`config.mk`:
```
export PLATFORM = sky130hd
export DESIGN_NAME = touchpad_tap_drag_detector
export DESIGN_NICKNAME = d
export VERILOG_FILES = /design/src/sv/ttd_pkg.sv /design/src/sv/ttd_cfg_regs.sv /design/src/sv/ttd_core.sv /design/src/sv/touchpad_tap_drag_detector.sv
export SDC_FILE = /design/constraint.sdc
export NUM_CORES = 1
export LEC_CHECK = 0
export ABC_AREA = 1
export BUFFER_PORTS_ARGS = -buffer_cell sky130_fd_sc_hd__buf_2
export CORE_MARGIN = 2
export CORE_UTILIZATION = 40
export CTS_CLUSTER_SIZE = 40
export DETAILED_ROUTE_END_ITERATION = 10
export GPL_ROUTABILITY_DRIVEN = 1
export REMOVE_ABC_BUFFERS = 1
export SKIP_LAST_GASP = 1
export SLEW_MARGIN = 20
export SYNTH_ARGS = -nofsm -noshare
export SYNTH_HDL_FRONTEND = slang
export SYNTH_SLANG_ARGS = --single-unit
```
`constraint.sdc`:
```
create_clock -name i_clk -period 2.97 [get_ports i_clk]
set_clock_uncertainty 0.2 [all_clocks]
set_input_delay 0.594 -clock i_clk [delete_from_list [all_inputs] [get_ports i_clk]]
set_output_delay 0.594 -clock i_clk [all_outputs]
set_load 0.1 [all_outputs]
```
`src/sv/ttd_pkg.sv`:
```
// ----------------------------------------------------------------------------
// Touchpad tap and drag detector package
// Shared types and constants for the tap-to-click and tap-drag logic.
// ----------------------------------------------------------------------------
`default_nettype none

package ttd_pkg;

    localparam int unsigned TIMER_W = 16;
    localparam int unsigned CFG_IDX_W = 3;
    localparam int unsigned CFG_DATA_W = 16;

    // Register indexes on the configuration port.
    localparam logic [CFG_IDX_W-1:0] REG_DETECT_ENABLE  = 3'd0;
    localparam logic [CFG_IDX_W-1:0] REG_TAP_TIMEOUT    = 3'd1;
    localparam logic [CFG_IDX_W-1:0] REG_DRAG_WINDOW    = 3'd2;
    localparam logic [CFG_IDX_W-1:0] REG_HOLD_STILL     = 3'd3;
    localparam logic [CFG_IDX_W-1:0] REG_DRAG_ENABLE    = 3'd4;
    localparam logic [CFG_IDX_W-1:0] REG_RIGHT_CLICK_EN = 3'd5;

    localparam logic [TIMER_W-1:0] TAP_TIMEOUT_RST = 16'd150;
    localparam logic [TIMER_W-1:0] DRAG_WINDOW_RST = 16'd300;

    typedef enum logic [1:0] {
        ACT_START = 2'd0,
        ACT_MOVE  = 2'd1,
        ACT_END   = 2'd2,
        ACT_TICK  = 2'd3
    } t_action;

    typedef struct packed {
        logic               detect_enable;
        logic [TIMER_W-1:0] tap_timeout_ticks;
        logic [TIMER_W-1:0] drag_window_ticks;
        logic               hold_still_during_tap;
        logic               drag_enable;
        logic               right_click_enable;
    } t_cfg;

    typedef struct packed {
        logic press_valid;
        logic release_valid;
        logic button_id;
        logic suppress_movement;
    } t_result;

endpackage

`default_nettype wire

```
`src/sv/ttd_cfg_regs.sv`:
```
// ----------------------------------------------------------------------------
// Configuration registers
// Holds the detector settings written through the plain write port.
// ----------------------------------------------------------------------------
`default_nettype none

module ttd_cfg_regs
    import ttd_pkg::*;
(
    input  wire logic                  i_clk,
    input  wire logic                  i_rst_n,
    input  wire logic                  i_cfg_we,
    input  wire logic [CFG_IDX_W-1:0]  i_cfg_index,
    input  wire logic [CFG_DATA_W-1:0] i_cfg_data,
    output t_cfg                       o_cfg
);

    t_cfg r_cfg;

    always_ff @(posedge i_clk) begin
        if (!i_rst_n) begin
            r_cfg.detect_enable         <= 1'b1;
            r_cfg.tap_timeout_ticks     <= TAP_TIMEOUT_RST;
            r_cfg.drag_window_ticks     <= DRAG_WINDOW_RST;
            r_cfg.hold_still_during_tap <= 1'b0;
            r_cfg.drag_enable           <= 1'b0;
            r_cfg.right_click_enable    <= 1'b0;
        end else if (i_cfg_we) begin
            case (i_cfg_index)
                REG_DETECT_ENABLE:  r_cfg.detect_enable         <= i_cfg_data[0];
                REG_TAP_TIMEOUT:    r_cfg.tap_timeout_ticks     <= i_cfg_data[TIMER_W-1:0];
                REG_DRAG_WINDOW:    r_cfg.drag_window_ticks     <= i_cfg_data[TIMER_W-1:0];
                REG_HOLD_STILL:     r_cfg.hold_still_during_tap <= i_cfg_data[0];
                REG_DRAG_ENABLE:    r_cfg.drag_enable           <= i_cfg_data[0];
                REG_RIGHT_CLICK_EN: r_cfg.right_click_enable    <= i_cfg_data[0];
                default: begin
                end
            endcase
        end
    end

    assign o_cfg = r_cfg;

endmodule

`default_nettype wire

```
`src/sv/ttd_core.sv`:
```
// ----------------------------------------------------------------------------
// Tap and drag state core
// Holds touch, tap and drag state and works out one event's result.
// ----------------------------------------------------------------------------
`default_nettype none

module ttd_core
    import ttd_pkg::*;
(
    input  wire logic  i_clk,
    input  wire logic  i_rst_n,
    input  wire t_cfg  i_cfg,
    input  wire logic  i_step,
    input  wire logic [1:0] i_action,
    input  wire logic  i_layer,
    output t_result    o_result
);

    logic               r_touch_active, n_touch_active;
    logic               r_tap_pending, n_tap_pending;
    logic               r_in_window, n_in_window;
    logic               r_drag_active, n_drag_active;
    logic               r_held_button, n_held_button;
    logic [TIMER_W-1:0] r_tap_timer, n_tap_timer;
    logic [TIMER_W-1:0] r_window_timer, n_window_timer;
    t_result            res;
    logic               window_fired;
    logic               click_button;

    always_comb begin
        n_touch_active = r_touch_active;
        n_tap_pending  = r_tap_pending;
        n_in_window    = r_in_window;
        n_drag_active  = r_drag_active;
        n_held_button  = r_held_button;
        n_tap_timer    = r_tap_timer;
        n_window_timer = r_window_timer;
        res            = '0;
        window_fired   = 1'b0;
        click_button   = i_cfg.right_click_enable & i_layer;

        case (t_action'(i_action))
            ACT_START: begin
                n_touch_active = 1'b1;
                if (i_cfg.detect_enable) begin
                    if (r_in_window) begin
                        n_in_window   = 1'b0;
                        n_drag_active = 1'b1;
                    end else begin
                        n_tap_timer           = i_cfg.tap_timeout_ticks;
                        n_tap_pending         = 1'b1;
                        res.suppress_movement = i_cfg.hold_still_during_tap;
                    end
                end
            end
            ACT_MOVE: begin
                res.suppress_movement = i_cfg.detect_enable & r_tap_pending
                                        & i_cfg.hold_still_during_tap;
            end
            ACT_END: begin
                n_touch_active = 1'b0;
                if (r_drag_active) begin
                    res.release_valid = 1'b1;
                    res.button_id     = r_held_button;
                    n_drag_active     = 1'b0;
                end
            end
            ACT_TICK: begin
                // A timer that reads zero or one expires on this tick.
                if (r_in_window) begin
                    if (r_window_timer <= TIMER_W'(1)) begin
                        n_window_timer    = '0;
                        n_in_window       = 1'b0;
                        res.release_valid = 1'b1;
                        res.button_id     = r_held_button;
                        window_fired      = 1'b1;
                    end else begin
                        n_window_timer = r_window_timer - TIMER_W'(1);
                    end
                end
                if (r_tap_pending && !window_fired) begin
                    if (r_tap_timer <= TIMER_W'(1)) begin
                        n_tap_timer   = '0;
                        n_tap_pending = 1'b0;
                        if (!r_touch_active) begin
                            res.press_valid = 1'b1;
                            res.button_id   = click_button;
                            if (i_cfg.drag_enable) begin
                                n_held_button  = click_button;
                                n_in_window    = 1'b1;
                                n_window_timer = i_cfg.drag_window_ticks;
                            end else begin
                                res.release_valid = 1'b1;
                            end
                        end
                    end else begin
                        n_tap_timer = r_tap_timer - TIMER_W'(1);
                    end
                end
            end
            default: begin
            end
        endcase
    end

    always_ff @(posedge i_clk) begin
        if (!i_rst_n) begin
            r_touch_active <= 1'b0;
            r_tap_pending  <= 1'b0;
            r_in_window    <= 1'b0;
            r_drag_active  <= 1'b0;
            r_held_button  <= 1'b0;
            r_tap_timer    <= '0;
            r_window_timer <= '0;
        end else if (i_step) begin
            r_touch_active <= n_touch_active;
            r_tap_pending  <= n_tap_pending;
            r_in_window    <= n_in_window;
            r_drag_active  <= n_drag_active;
            r_held_button  <= n_held_button;
            r_tap_timer    <= n_tap_timer;
            r_window_timer <= n_window_timer;
        end
    end

    assign o_result = res;

endmodule

`default_nettype wire

```
`src/sv/touchpad_tap_drag_detector.sv`:
```
// ----------------------------------------------------------------------------
// Touchpad tap and drag detector
// Turns touch and tick events into tap clicks, drag holds and motion masks.
// ----------------------------------------------------------------------------
// Usage: each input word carries one event (touch start, move, end or a
// one-millisecond tick) and the state of the right-click layer. Every word
// gives exactly one output word with press, release, button and motion
// suppression flags. Both channels use valid and ready.
// The event is registered on acceptance; when the output register is free,
// the state core updates its flags and timers and the result is captured in
// the output register, where the receiver takes it. One word can be accepted
// in every cycle while the receiver does not stall; the state core updates in
// the same cycle that the event moves into the output register.
// When the receiver stalls, the output register holds its word and the input
// register keeps one more event, after which input ready drops.
// Reset clears the touch, tap and drag state, empties both registers and
// loads the default settings. The user writes settings through the plain
// write port while no event is in flight; the block does not enforce this.
// ----------------------------------------------------------------------------
`default_nettype none

module touchpad_tap_drag_detector
    import ttd_pkg::*;
(
    input  wire logic                  i_clk,
    input  wire logic                  i_rst_n,
    input  wire logic                  i_cfg_we,
    input  wire logic [CFG_IDX_W-1:0]  i_cfg_index,
    input  wire logic [CFG_DATA_W-1:0] i_cfg_data,
    input  wire logic                  i_in_valid,
    output logic                       o_in_ready,
    input  wire logic [1:0]            i_action,
    input  wire logic                  i_right_layer_active,
    output logic                       o_out_valid,
    input  wire logic                  i_out_ready,
    output logic                       o_press_valid,
    output logic                       o_release_valid,
    output logic                       o_button_id,
    output logic                       o_suppress_movement
);

    t_cfg       cfg;
    t_result    result;
    logic       advance;
    logic       r_in_valid;
    logic [1:0] r_action;
    logic       r_layer;
    logic       r_out_valid;
    t_result    r_out;

    ttd_cfg_regs u_cfg (
        .i_clk       (i_clk),
        .i_rst_n     (i_rst_n),
        .i_cfg_we    (i_cfg_we),
        .i_cfg_index (i_cfg_index),
        .i_cfg_data  (i_cfg_data),
        .o_cfg       (cfg)
    );

    // The registered event moves into the output register, and updates the
    // state, whenever the output register is empty or being drained.
    assign advance    = r_in_valid & (~r_out_valid | i_out_ready);
    assign o_in_ready = ~r_in_valid | advance;

    ttd_core u_core (
        .i_clk    (i_clk),
        .i_rst_n  (i_rst_n),
        .i_cfg    (cfg),
        .i_step   (advance),
        .i_action (r_action),
        .i_layer  (r_layer),
        .o_result (result)
    );

    always_ff @(posedge i_clk) begin
        if (!i_rst_n) begin
            r_in_valid  <= 1'b0;
            r_out_valid <= 1'b0;
        end else begin
            if (o_in_ready) begin
                r_in_valid <= i_in_valid;
            end
            if (advance) begin
                r_out_valid <= 1'b1;
            end else if (i_out_ready) begin
                r_out_valid <= 1'b0;
            end
        end
    end

    always_ff @(posedge i_clk) begin
        if (o_in_ready && i_in_valid) begin
            r_action <= i_action;
            r_layer  <= i_right_layer_active;
        end
        if (advance) begin
            r_out <= result;
        end
    end

    assign o_out_valid         = r_out_valid;
    assign o_press_valid       = r_out.press_valid;
    assign o_release_valid     = r_out.release_valid;
    assign o_button_id         = r_out.button_id;
    assign o_suppress_movement = r_out.suppress_movement;

endmodule

`default_nettype wire
```
==> results of run 1 <==
## routing by layer
layer	track usage [%]	wire length (um)	up-vias
met5	0	0	-
met4	5.49	110	0
met3	4.66	603	10
met2	32.3	5200	88
met1	26.5	5420	1942
li1	-	-	2162
## registers in the layout, indices dropped and copies added, names as in the netlist, 2 cells and up
| name | count |
|---|---|
| r_action | 2 |
| u_core.r_tap_timer | 16 |
| u_cfg.o_cfg | 36 |
| u_core.r_window_timer | 16 |
## critical path: stages, from the launching register on
cell and delay [ns]:
dfxtp_1 0.34, inv_1 0.11, ha_1 0.24, nand2_2 0.11, a21oi_2 0.22, nand2_1 0.11, nand2_1 0.34, inv_1 0.23
nand2_1 0.11, o21ai_0 0.09, nor2_1 0.10, nor2_1 0.04
## synthesized netlist by cell type (4+ instances only)
master	count	area (sq um)
o21ai_0	51	255
dfxtp_1	75	1500
nor2_2	9	56.3
nor2_1	107	402
nand2_2	6	37.5
ha_1	4	50.1
nand3_1	63	315
nand4_1	10	62.6
xor2_1	9	78.8
inv_1	65	244
o21ai_1	14	70.1
a21oi_1	40	200
buf_6	4	45.0
buf_2	6	30.0
edfxtp_1	7	210
nand2_1	128	480
clkbuf_1	9	33.8
nor3_1	7	35.0
## kinds of logic after synthesis
family	Yosys count
simple gates	340
compound gates	117
flops	82
xor+xnor	11
buf+inv	92
fa+ha+maj	4
## layout make-up
type                            instances  area (sq um)  share of cell area (%)
Inverter                               70           267                    5.49
Clock inverter                          3          45.0                   0.928
Multi-Input combinational cell        472          2260                    46.5
Timing Repair Buffer                   40           220                    4.54
Clock buffer                           13           179                    3.69
Tap cell                              140           175                    3.61
Sequential cell                        82          1710                    35.3
## worst max path at each step
stage / startpoint / slack, ns / cells past startpoint / to
5_1_grt: u_core.r_tap_timer[0] / 0.42 / 11 / u_core.r_tap_timer[11]
6_report: u_core.r_tap_timer[0] / 0.62 / 11 / u_core.r_tap_timer[14]
3_5_place_dp: i_out_ready / 0.56 / 10 / u_core.r_tap_timer[2]
2_1_floorplan: o_out_valid / 0.12 / 3 / r_action[0]
3_3_place_gp: i_out_ready / 0.59 / 10 / u_core.r_tap_timer[11]
4_1_cts: u_core.r_tap_timer[0] / 0.62 / 11 / u_core.r_tap_timer[11]
## power by group through the flow
stage	logic, mW	clock network [mW]	registers [mW]
2_1_floorplan	0.189	0	1.21
3_3_place_gp	0.299	0	1.20
3_5_place_dp	0.305	0	1.20
4_1_cts	0.307	0.919	1.17
5_1_grt	0.343	0.953	1.18
6_report	0.308	0.890	1.17
## through the flow
step	std cells	util, %
global placement	804	43.1
CTS	820	45.2
floorplan	624	-
detailed placement	804	43.1
finish	820	45.2
global route	820	45.2
==> key figures, run 1 <==
Hold path
  – Hold path start: i_action[1]
  – Hold path endpoint: r_action[1]
  – Hold Crit Depth: 1
  – Hold Crit Class: in -> reg

Power
  – Internal: 1.72 mW
  – Max rail drop VDD: 0.000402 V
  – Sw frac: 27.3%
  – Clock Power Share: 37.5%
  – Sequential share of power: 49.5%
  – Pwr/cell area: 488 nW/um^2
  – Power Total: 2.37 mW
  – Net switching power: 0.647 mW
  – Comb power frac: 13.0%
  – Static leakage: 2.27 nW

Timing
  – Final hold vios: 0
  – Hold WS: 0.204 ns
  – Crit share post-route: 79.1%
  – Final setup vio count: 0
  – Max-slew violations: 0
  – Final WS setup: 0.622 ns
  – Relative slew slack: 61.0%
  – RSZ-0062 raised after global routing: false
  – Actual slew at the worst max-slew pin: 0.583 ns
  – Setup TNS: 0 ns
  – Achievable Freq: 0.426 GHz
  – Fin crit period: 2.35 ns

Worst setup path
  – R2R Path End: u_core.r_tap_timer[14]
  – Setup CP Type: reg -> reg
  – Critical path arrival: 2.41 ns
  – CP Max Fanout: 11
  – Reg-to-Reg Start: u_core.r_tap_timer[0]
  – FF-to-FF setup slack: 0.62 ns
  – CP endpoint kind: flip-flop
  – R2R cell count: 11
  – CP required: 3.03 ns
  – Startpoint types: flip-flop

Global routing
  – Largest net degree at the start of global routing: 43
  – Number of global-route vias before repair: 3821
  – Initial antenna violation count: 0
  – First-pass GRT wire length: 18.5 mm
  – Gr ovfl total: 0
  – Total GRT Usage: 19.9%

Die
  – Row count: 38
  – Die width: 109 um
  – Die H: 109 um
  – Core Area: 10700 sq um
  – Starting Density: 40.8%
  – I/O pin total: 33
  – Area of the die: 11800 sq um

Clock network
  – Post-CTS Resized: 0
  – Post-CTS Setup Inserts: 0
  – Clock H-tree levels: 3
  – # hold bufs at CTS: 0
  – Clk slew on worst S/H paths: 0.09 ns
  – Worst-Skew Late Latency: 0.36 ns
  – Num CTS Buffers: 9
  – TritonCTS clock tree: done
  – Sink Count: 82
  – CTS root buf: clkbuf_8
  – Max Root-Sink Buffers: 2

Synth
  – #FFs+latches synth: 82
  – Synth Area in Adders: 1.14%
  – Mapped Cells: 646
  – Syn avg cell area: 6.78 sq um
  – Compound-cell area share of the yosys netlist: 14.1%
  – Main combinational cell family by area after synthesis: simple AND/OR/NAND/NOR gates
  – Yosys cell types: 37
  – Total of warnings raised by yosys: 0
  – Mux contribution to synthesized area: 0%
  – Post-synthesis simple-gate area fraction: 34.1%
  – Most used DFF post-synth: dfxtp_1
  – XOR/XNOR share of the synthesized area: 2.20%
  – Number of flops mapped to enable cells by yosys: 7
  – Seq/Total Area, Yosys: 39.1%
  – Cell area after synthesis: 4380 sq um
  – Ys async rst share: 0%

Final layout
  – Final #Nets: 706
  – Commonest cells after routing, fill and taps aside: nand2_1 (128), nor2_1 (107), dfxtp_1 (75)
  – Antenna diodes: 0
  – Filler instances: 1169
  – Layout cells sized above 1: 12.2%
  – Commonest non-fill, non-tap cell in the layout: nand2_1
  – Final Cell Area: 4850 sq um
  – Layout Area Growth over Synthesis: 10.8%

Place
  – PortBufs: 32
  – Gpl congestion: 0.918
  – Hpwl dp: 8.28 mm
  – Dpl cell area: 4630 sq um
  – Dpl ws: 0.563 ns

Job
  – Total of max-cap violations: 0

Route
  – Drt total wl: 11.3 mm
  – Initial drt markers: 349
  – Pre-antenna DRT Iters: 5
  – Drt drc: 0
  – Post-route antenna net violation count: 0
  – Wire per inst: 13.8 um
  – Routed vias: 4202
  – Vias/cell: 5.12

Status
  – Outcome: complete, no violations
Note: power is estimated with default switching activity, not from simulation.
==> run 2, diff against run 1 <==
ABC_AREA = 0   (was 1)
clock period = 2 ns   (was 2.97 ns; I/O delays follow)
==> run 2 against run 1 <==
- the run now ends with setup timing left
- sequential cell count unchanged
- setup slack worse by 0.70 ns
- count of clock-buffer cells in the layout down 3
- maximum frequency up 13%
- synthesized area up 2.5%
- wire length up 28%
- critical path depth down 3
- design area up 31%
- core utilization up 13 points
- combinational power up 120%
- critical endpoint is now u_core.r_window_timer[6]
- largest cell class unchanged
==> key figures, run 2 <==
Worst setup path
  – Setup CP Type: reg -> reg
  – Startpoint types: flip-flop
  – Max incr delay on CP: 0.34 ns
  – Slowest cell on the critical path: dfxtp_2
  – CP required: 2.05 ns
  – CP cell instances: buf_6 > nor4_4 > buf_4 > nand2_4 > nor3_4 > buf_12 > mux2i_1 > o211ai_1
  – CP Max Fanout: 9
  – CP endpoint kind: flip-flop
  – Critical path arrival: 2.13 ns

Die
  – Starting Density: 41.2%
  – Die width: 110 um
  – I/O pin total: 33
  – Area of the die: 12100 sq um
  – Core Area: 10900 sq um
  – Row count: 38
  – Die H: 110 um

Clock network
  – Max Root-Sink Buffers: 2
  – CTS root buf: clkbuf_8
  – Worst-Skew Late Latency: 0.37 ns
  – TritonCTS clock tree: done
  – Num CTS Buffers: 9
  – Clk slew on worst S/H paths: 0.08 ns
  – Clock H-tree levels: 3
  – Sink Count: 82

Synth
  – Most used DFF post-synth: dfxtp_1
  – Mapped Cells: 531
  – Most area-consuming cells after synthesis: dfxtp_1 (33%), nand2_1 (8.4%), edfxtp_1 (4.7%)
  – Yosys top cell by area: dfxtp_1
  – Yosys cell types: 75
  – Top cells by count, synth: nand2_1 (101), dfxtp_1 (75), nor2_1 (29)
  – Most frequent cell after synthesis: nand2_1
  – Number of flops mapped to enable cells by yosys: 7
  – Total of warnings raised by yosys: 0
  – Ys async rst share: 0%
  – Seq/Total Area, Yosys: 38.1%
  – #FFs+latches synth: 82
  – Syn avg cell area: 8.45 sq um
  – Cell area after synthesis: 4490 sq um
  – Post-synth top area share: 33.4%

Global routing
  – Number of global-route vias before repair: 4545
  – First-pass GRT wire length: 23.2 mm
  – Total GRT Usage: 25.4%
  – Initial antenna violation count: 0
  – Gr ovfl total: 0
  – Largest net degree at the start of global routing: 26

Place
  – Hpwl dp: 10.5 mm
  – PortBufs: 32
  – Gpl congestion: 0.905
  – Placed cell count: 787

Route
  – Pre-antenna DRT Iters: 7
  – Met1 WL: 6.58 mm
  – Vias/cell: 5.62
  – Routed wl met3: 856 um
  – Initial drt markers: 364
  – Post-route antenna net violation count: 0
  – Wire per inst: 17.6 um
  – Routed vias: 4625
  – Top Layer Used: met4
  – Drt total wl: 14.5 mm
  – Drt drc: 0
  – Met2 WL: 6.73 mm

Final layout
  – Antenna diodes: 0
  – Final #Nets: 709
  – Layout Area Growth over Synthesis: 42.0%
  – Layout cells sized above 1: 38.9%
  – Commonest cells after routing, fill and taps aside: buf_4 (119), nand2_1 (100), dfxtp_1 (65)
  – Commonest non-fill, non-tap cell in the layout: buf_4
  – Fin cells: 823
  – Largest register FFs: 36
  – Filler instances: 951

Timing
  – Fin crit period: 2.08 ns
  – Actual slew at the worst max-slew pin: 0.492 ns
  – Max-slew violations: 0
  – RSZ-0062 raised after global routing: true
  – Relative slew slack: 67.4%
  – Final WS setup: -0.0829 ns
  – Crit share post-route: 104%
  – Final hold vios: 0
  – Achievable Freq: 0.480 GHz
  – Final setup vio count: 23

Status
  – Failing checks: setup timing
  – Outcome: finished, violations left

Job
  – Total of max-cap violations: 0

Power
  – Pwr/cell area: 603 nW/um^2
  – Static leakage: 2.55 nW
  – Power Total: 3.84 mW
  – Max rail drop VDD: 0.000601 V

Hold path
  – Hold Crit Class: in -> reg
run 2: cell types whose count changed after synthesis, moves of 25 or more:
cell | previous run | this run
a21boi_0 | 1 | 26
a21oi_1 | 40 | 15
inv_1 | 65 | 7
nand2_1 | 128 | 101
nand3_1 | 63 | 18
nor2_1 | 107 | 29
o21ai_0 | 51 | 17
run 2: final timing paths:
kind	cells after the start	from	slack, ns	end
worst max register to register	8	u_core.r_tap_timer[2]	-0.08	u_core.r_window_timer[6]
worst min register to register	2	u_cfg.o_cfg[33]	0.27	u_cfg.o_cfg[33]
worst min-delay path	3	i_cfg_data[8]	0.09	u_cfg.o_cfg[11]
worst max-delay path	8	u_core.r_tap_timer[2]	-0.08	u_core.r_window_timer[6]
run 2: stage by stage:
stage	area [sq um]	utilization [%]	setup TNS, ns	setup WS, ns	hold WS, ns
4_1_cts	6260	57.5	-0.376	-0.0651	0.0798
6_report	6370	58.5	-0.581	-0.0829	0.0858
3_5_place_dp	5600	51.4	-5.20	-0.230	0.255
5_1_grt	6370	58.5	-3.34	-0.144	0.0903
3_3_place_gp	5600	51.4	-4.31	-0.188	0.252
2_1_floorplan	4330	-	-17.62	-0.831	0.235
run 2: critical path: cells and delay by family, from the launching register on:
family	cells	cell delay (ns)
simple gates	3	0.59
buf+inv	3	0.49
flops	1	0.34
mux	1	0.24
compound gates	1	0.10
run 2: per-layer routing:
layer / global-route usage (%) / vias to the layer above
met5: 0 / -
met4: 10.7 / 0
met3: 4.80 / 29
met2: 39.7 / 154
met1: 34.3 / 2197
li1: - / 2245
run 2: timing repair:
item | CTS | global route
gates resized for setup | 65 | 37
hold buffers | 3 | 0
gates cloned | 2 | 0
pin swaps | 23 | 12
setup endpoints to repair | 38 | 37
hold endpoints to repair | 3 | 0
setup buffers | 16 | 1
run 2: cell families after synthesis:
family | share of synthesized area, %
AND/OR/NAND/NOR | 28.4
AO/OA/AOI/OAI | 23.9
flip-flops | 38.1
buffers and inverters | 4.15
multiplexers | 3.37
XOR/XNOR | 0.975
adder cells (fa/ha/maj) | 1.11
run 2: cell type report:
cell class | instances | area [sq um] | area share [%]
tap | 140 | 175 | 2.75
sequential | 82 | 1730 | 27.1
clock inverter | 6 | 105 | 1.65
timing repair buffer | 170 | 1310 | 20.5
multi-input combinational | 408 | 2910 | 45.6
clock buffer | 10 | 128 | 2.00
inverter | 7 | 26.3 | 0.412
run 2: where the power goes:
part,leakage (nW),switching [mW],internal [mW]
clock network,0.120,0.616,0.824
registers,0.682,0.0265,1.69
logic,1.75,0.364,0.324
total,2.55,1.01,2.84
==> run 3, diff against run 2 <==
RECOVER_POWER = 25   (was default)
==> run 3 against run 2 <==
- the flow still finishes with violations (setup timing)
- hold slack about the same
- design area fell by 0.12%
- critical endpoint unchanged
- die area is the same
- register-to-register slack is essentially flat
==> key figures, run 3 (synthesis gave the netlist of run 2 again) <==
Status
  – Outcome: finished, violations left
  – Failing checks: setup timing

Timing
  – Relative slew slack: 48.9%
  – Crit share post-route: 104%
  – Hold WS: 0.0861 ns
  – Final WS setup: -0.0857 ns
  – Actual slew at the worst max-slew pin: 0.767 ns
  – Achievable Freq: 0.479 GHz
  – Fin crit period: 2.09 ns
  – RSZ-0062 raised after global routing: true
  – Max-slew violations: 0
  – Final hold vios: 0
  – Final setup vio count: 22

Route
  – Post-route antenna net violation count: 0
  – Drt drc: 0
  – Pre-antenna DRT Iters: 5
  – Initial drt markers: 357
  – Wire per inst: 17.7 um
  – Routed vias: 4647
  – Vias/cell: 5.65
  – Drt total wl: 14.5 mm

Global routing
  – Gr ovfl total: 0
  – Largest net degree at the start of global routing: 26
  – First-pass GRT wire length: 23.2 mm
  – Initial antenna violation count: 0
  – Number of global-route vias before repair: 4545
  – Total GRT Usage: 25.4%

Clock network
  – Clk slew on worst S/H paths: 0.08 ns
  – Clock H-tree levels: 3
  – CTS root buf: clkbuf_8
  – Num CTS Buffers: 9
  – Max Root-Sink Buffers: 2
  – Worst-Skew Late Latency: 0.37 ns
  – Sink Count: 82
  – TritonCTS clock tree: done

Final layout
  – Fin cells: 823
  – Antenna diodes: 0
  – Multi-input logic area: 2910 sq um
  – Final Cell Area: 6370 sq um
  – Filler instances: 955
  – Layout Area Growth over Synthesis: 41.8%
  – Commonest non-fill, non-tap cell in the layout: buf_4
  – Layout cells sized above 1: 38.7%
  – Sequential cell area: 1730 sq um
  – Largest register FFs: 36
  – Final #Nets: 709
  – Commonest cells after routing, fill and taps aside: buf_4 (117), nand2_1 (100), dfxtp_1 (65)

Worst setup path
  – Max incr delay on CP: 0.34 ns
  – R2R cell count: 8
  – Startpoint types: flip-flop
  – Largest delay share family, worst path: simple AND/OR/NAND/NOR gates
  – CP required: 2.05 ns
  – CP cell instances: buf_6 > nor4_4 > buf_4 > nand2_4 > nor3_4 > buf_12 > mux2i_1 > o211ai_1
  – CP Max Fanout: 9
  – Slowest cell on the critical path: dfxtp_2
  – Buf/Inv on CP: 3
  – R2R Path End: u_core.r_window_timer[6]
  – Setup CP Type: reg -> reg
  – Critical path arrival: 2.13 ns
  – Reg-to-Reg Start: u_core.r_tap_timer[2]
  – CP endpoint kind: flip-flop
  – FF-to-FF setup slack: -0.09 ns

Power
  – Static leakage: 2.54 nW
  – Pwr/cell area: 604 nW/um^2
  – Max rail drop VDD: 0.000601 V

Place
  – PortBufs: 32
  – Dpl cell area: 5600 sq um
  – Gpl congestion: 0.905
  – Hpwl dp: 10.5 mm
  – Placed cell count: 787

Hold path
  – Hold path endpoint: u_cfg.o_cfg[11]
  – Hold Crit Class: in -> reg
  – Hold Crit Depth: 3
  – Hold path start: i_cfg_data[8]

Die
  – Core Area: 10900 sq um
  – Die width: 110 um
  – Starting Density: 41.2%
  – Row count: 38
  – Area of the die: 12100 sq um
  – Die H: 110 um
  – I/O pin total: 33

Job
  – Total of max-cap violations: 0
==> run 3: cell count changes in the layout (fill, tap and decap cells not counted) <==
| cell | delta |
|---|---|
| buf_4 | -2 |
| clkbuf_1 | +2 |
| and2_0 | +1 |
| and2_1 | -1 |
==> run 3: worst max path at each step <==
| stage | cells past startpoint | to | start |
|---|---|---|---|
| after CTS | 6 | o_button_id | u_core.r_tap_timer[5] |
| after detailed placement | 7 | u_core.r_tap_timer[12] | u_core.r_tap_timer[0] |
| after global placement | 6 | u_core.r_tap_timer[14] | u_core.r_window_timer[3] |
| after floorplan | 3 | r_action[0] | o_out_valid |
| final | 8 | u_core.r_window_timer[6] | u_core.r_tap_timer[2] |
| after global routing | 9 | u_core.r_tap_timer[1] | u_core.r_tap_timer[2] |
==> run 3: report_power, final <==
group / internal, mW / switching (mW) / leakage (nW) / total (mW)
registers: 1.69 / 0.0265 / 0.682 / 1.72
logic: 0.322 / 0.365 / 1.74 / 0.687
clock network: 0.824 / 0.618 / 0.120 / 1.44
total: 2.83 / 1.01 / 2.54 / 3.84
==> run 3: stage by stage <==
| stage | TNS, ns | power, mW | utilization [%] | worst slack (ns) |
|---|---|---|---|---|
| after floorplan | -17.62 | 2.05 | - | -0.831 |
| after global placement | -4.31 | 2.35 | 51.4 | -0.188 |
| after detailed placement | -5.20 | 2.36 | 51.4 | -0.230 |
| after CTS | -0.376 | 3.84 | 57.5 | -0.0651 |
| after global routing | -3.34 | 3.99 | 58.5 | -0.144 |
| final | -0.522 | 3.84 | 58.5 | -0.0857 |
==> run 3: cell type report <==
class / instances / share of cell area [%]
Tap cell: 140 / 2.75
Clock inverter: 6 / 1.65
Timing Repair Buffer: 170 / 20.4
Clock buffer: 10 / 2.00
Inverter: 7 / 0.413
Sequential cell: 82 / 27.1
Multi-Input combinational cell: 408 / 45.7
==> run 3: layer usage <==
metal | part of all wire (%) | up-vias | global-route usage, %
li1 | - | 2248 | -
met1 | 45 | 2211 | 34.3
met2 | 46 | 161 | 39.7
met3 | 6.2 | 27 | 4.80
met4 | 2.3 | 0 | 10.7
met5 | 0 | - | 0
==> run 3: worst register-to-register path, stage by stage, from the launching register on <==
cell      delay [ns]
dfxtp_2         0.34
buf_6           0.12
nor4_4          0.33
buf_4           0.19
nand2_4         0.07
nor3_4          0.19
buf_12          0.18
mux2i_1         0.25
o211ai_1        0.10
==> run 3: what timing repair did <==
action,CTS,global route
setup buffers,16,1
pin swaps,23,12
endpoints found under the setup margin,38,37
cloned,2,0
resized for setup,65,37
hold endpoints to repair,3,0
hold buffers,3,0
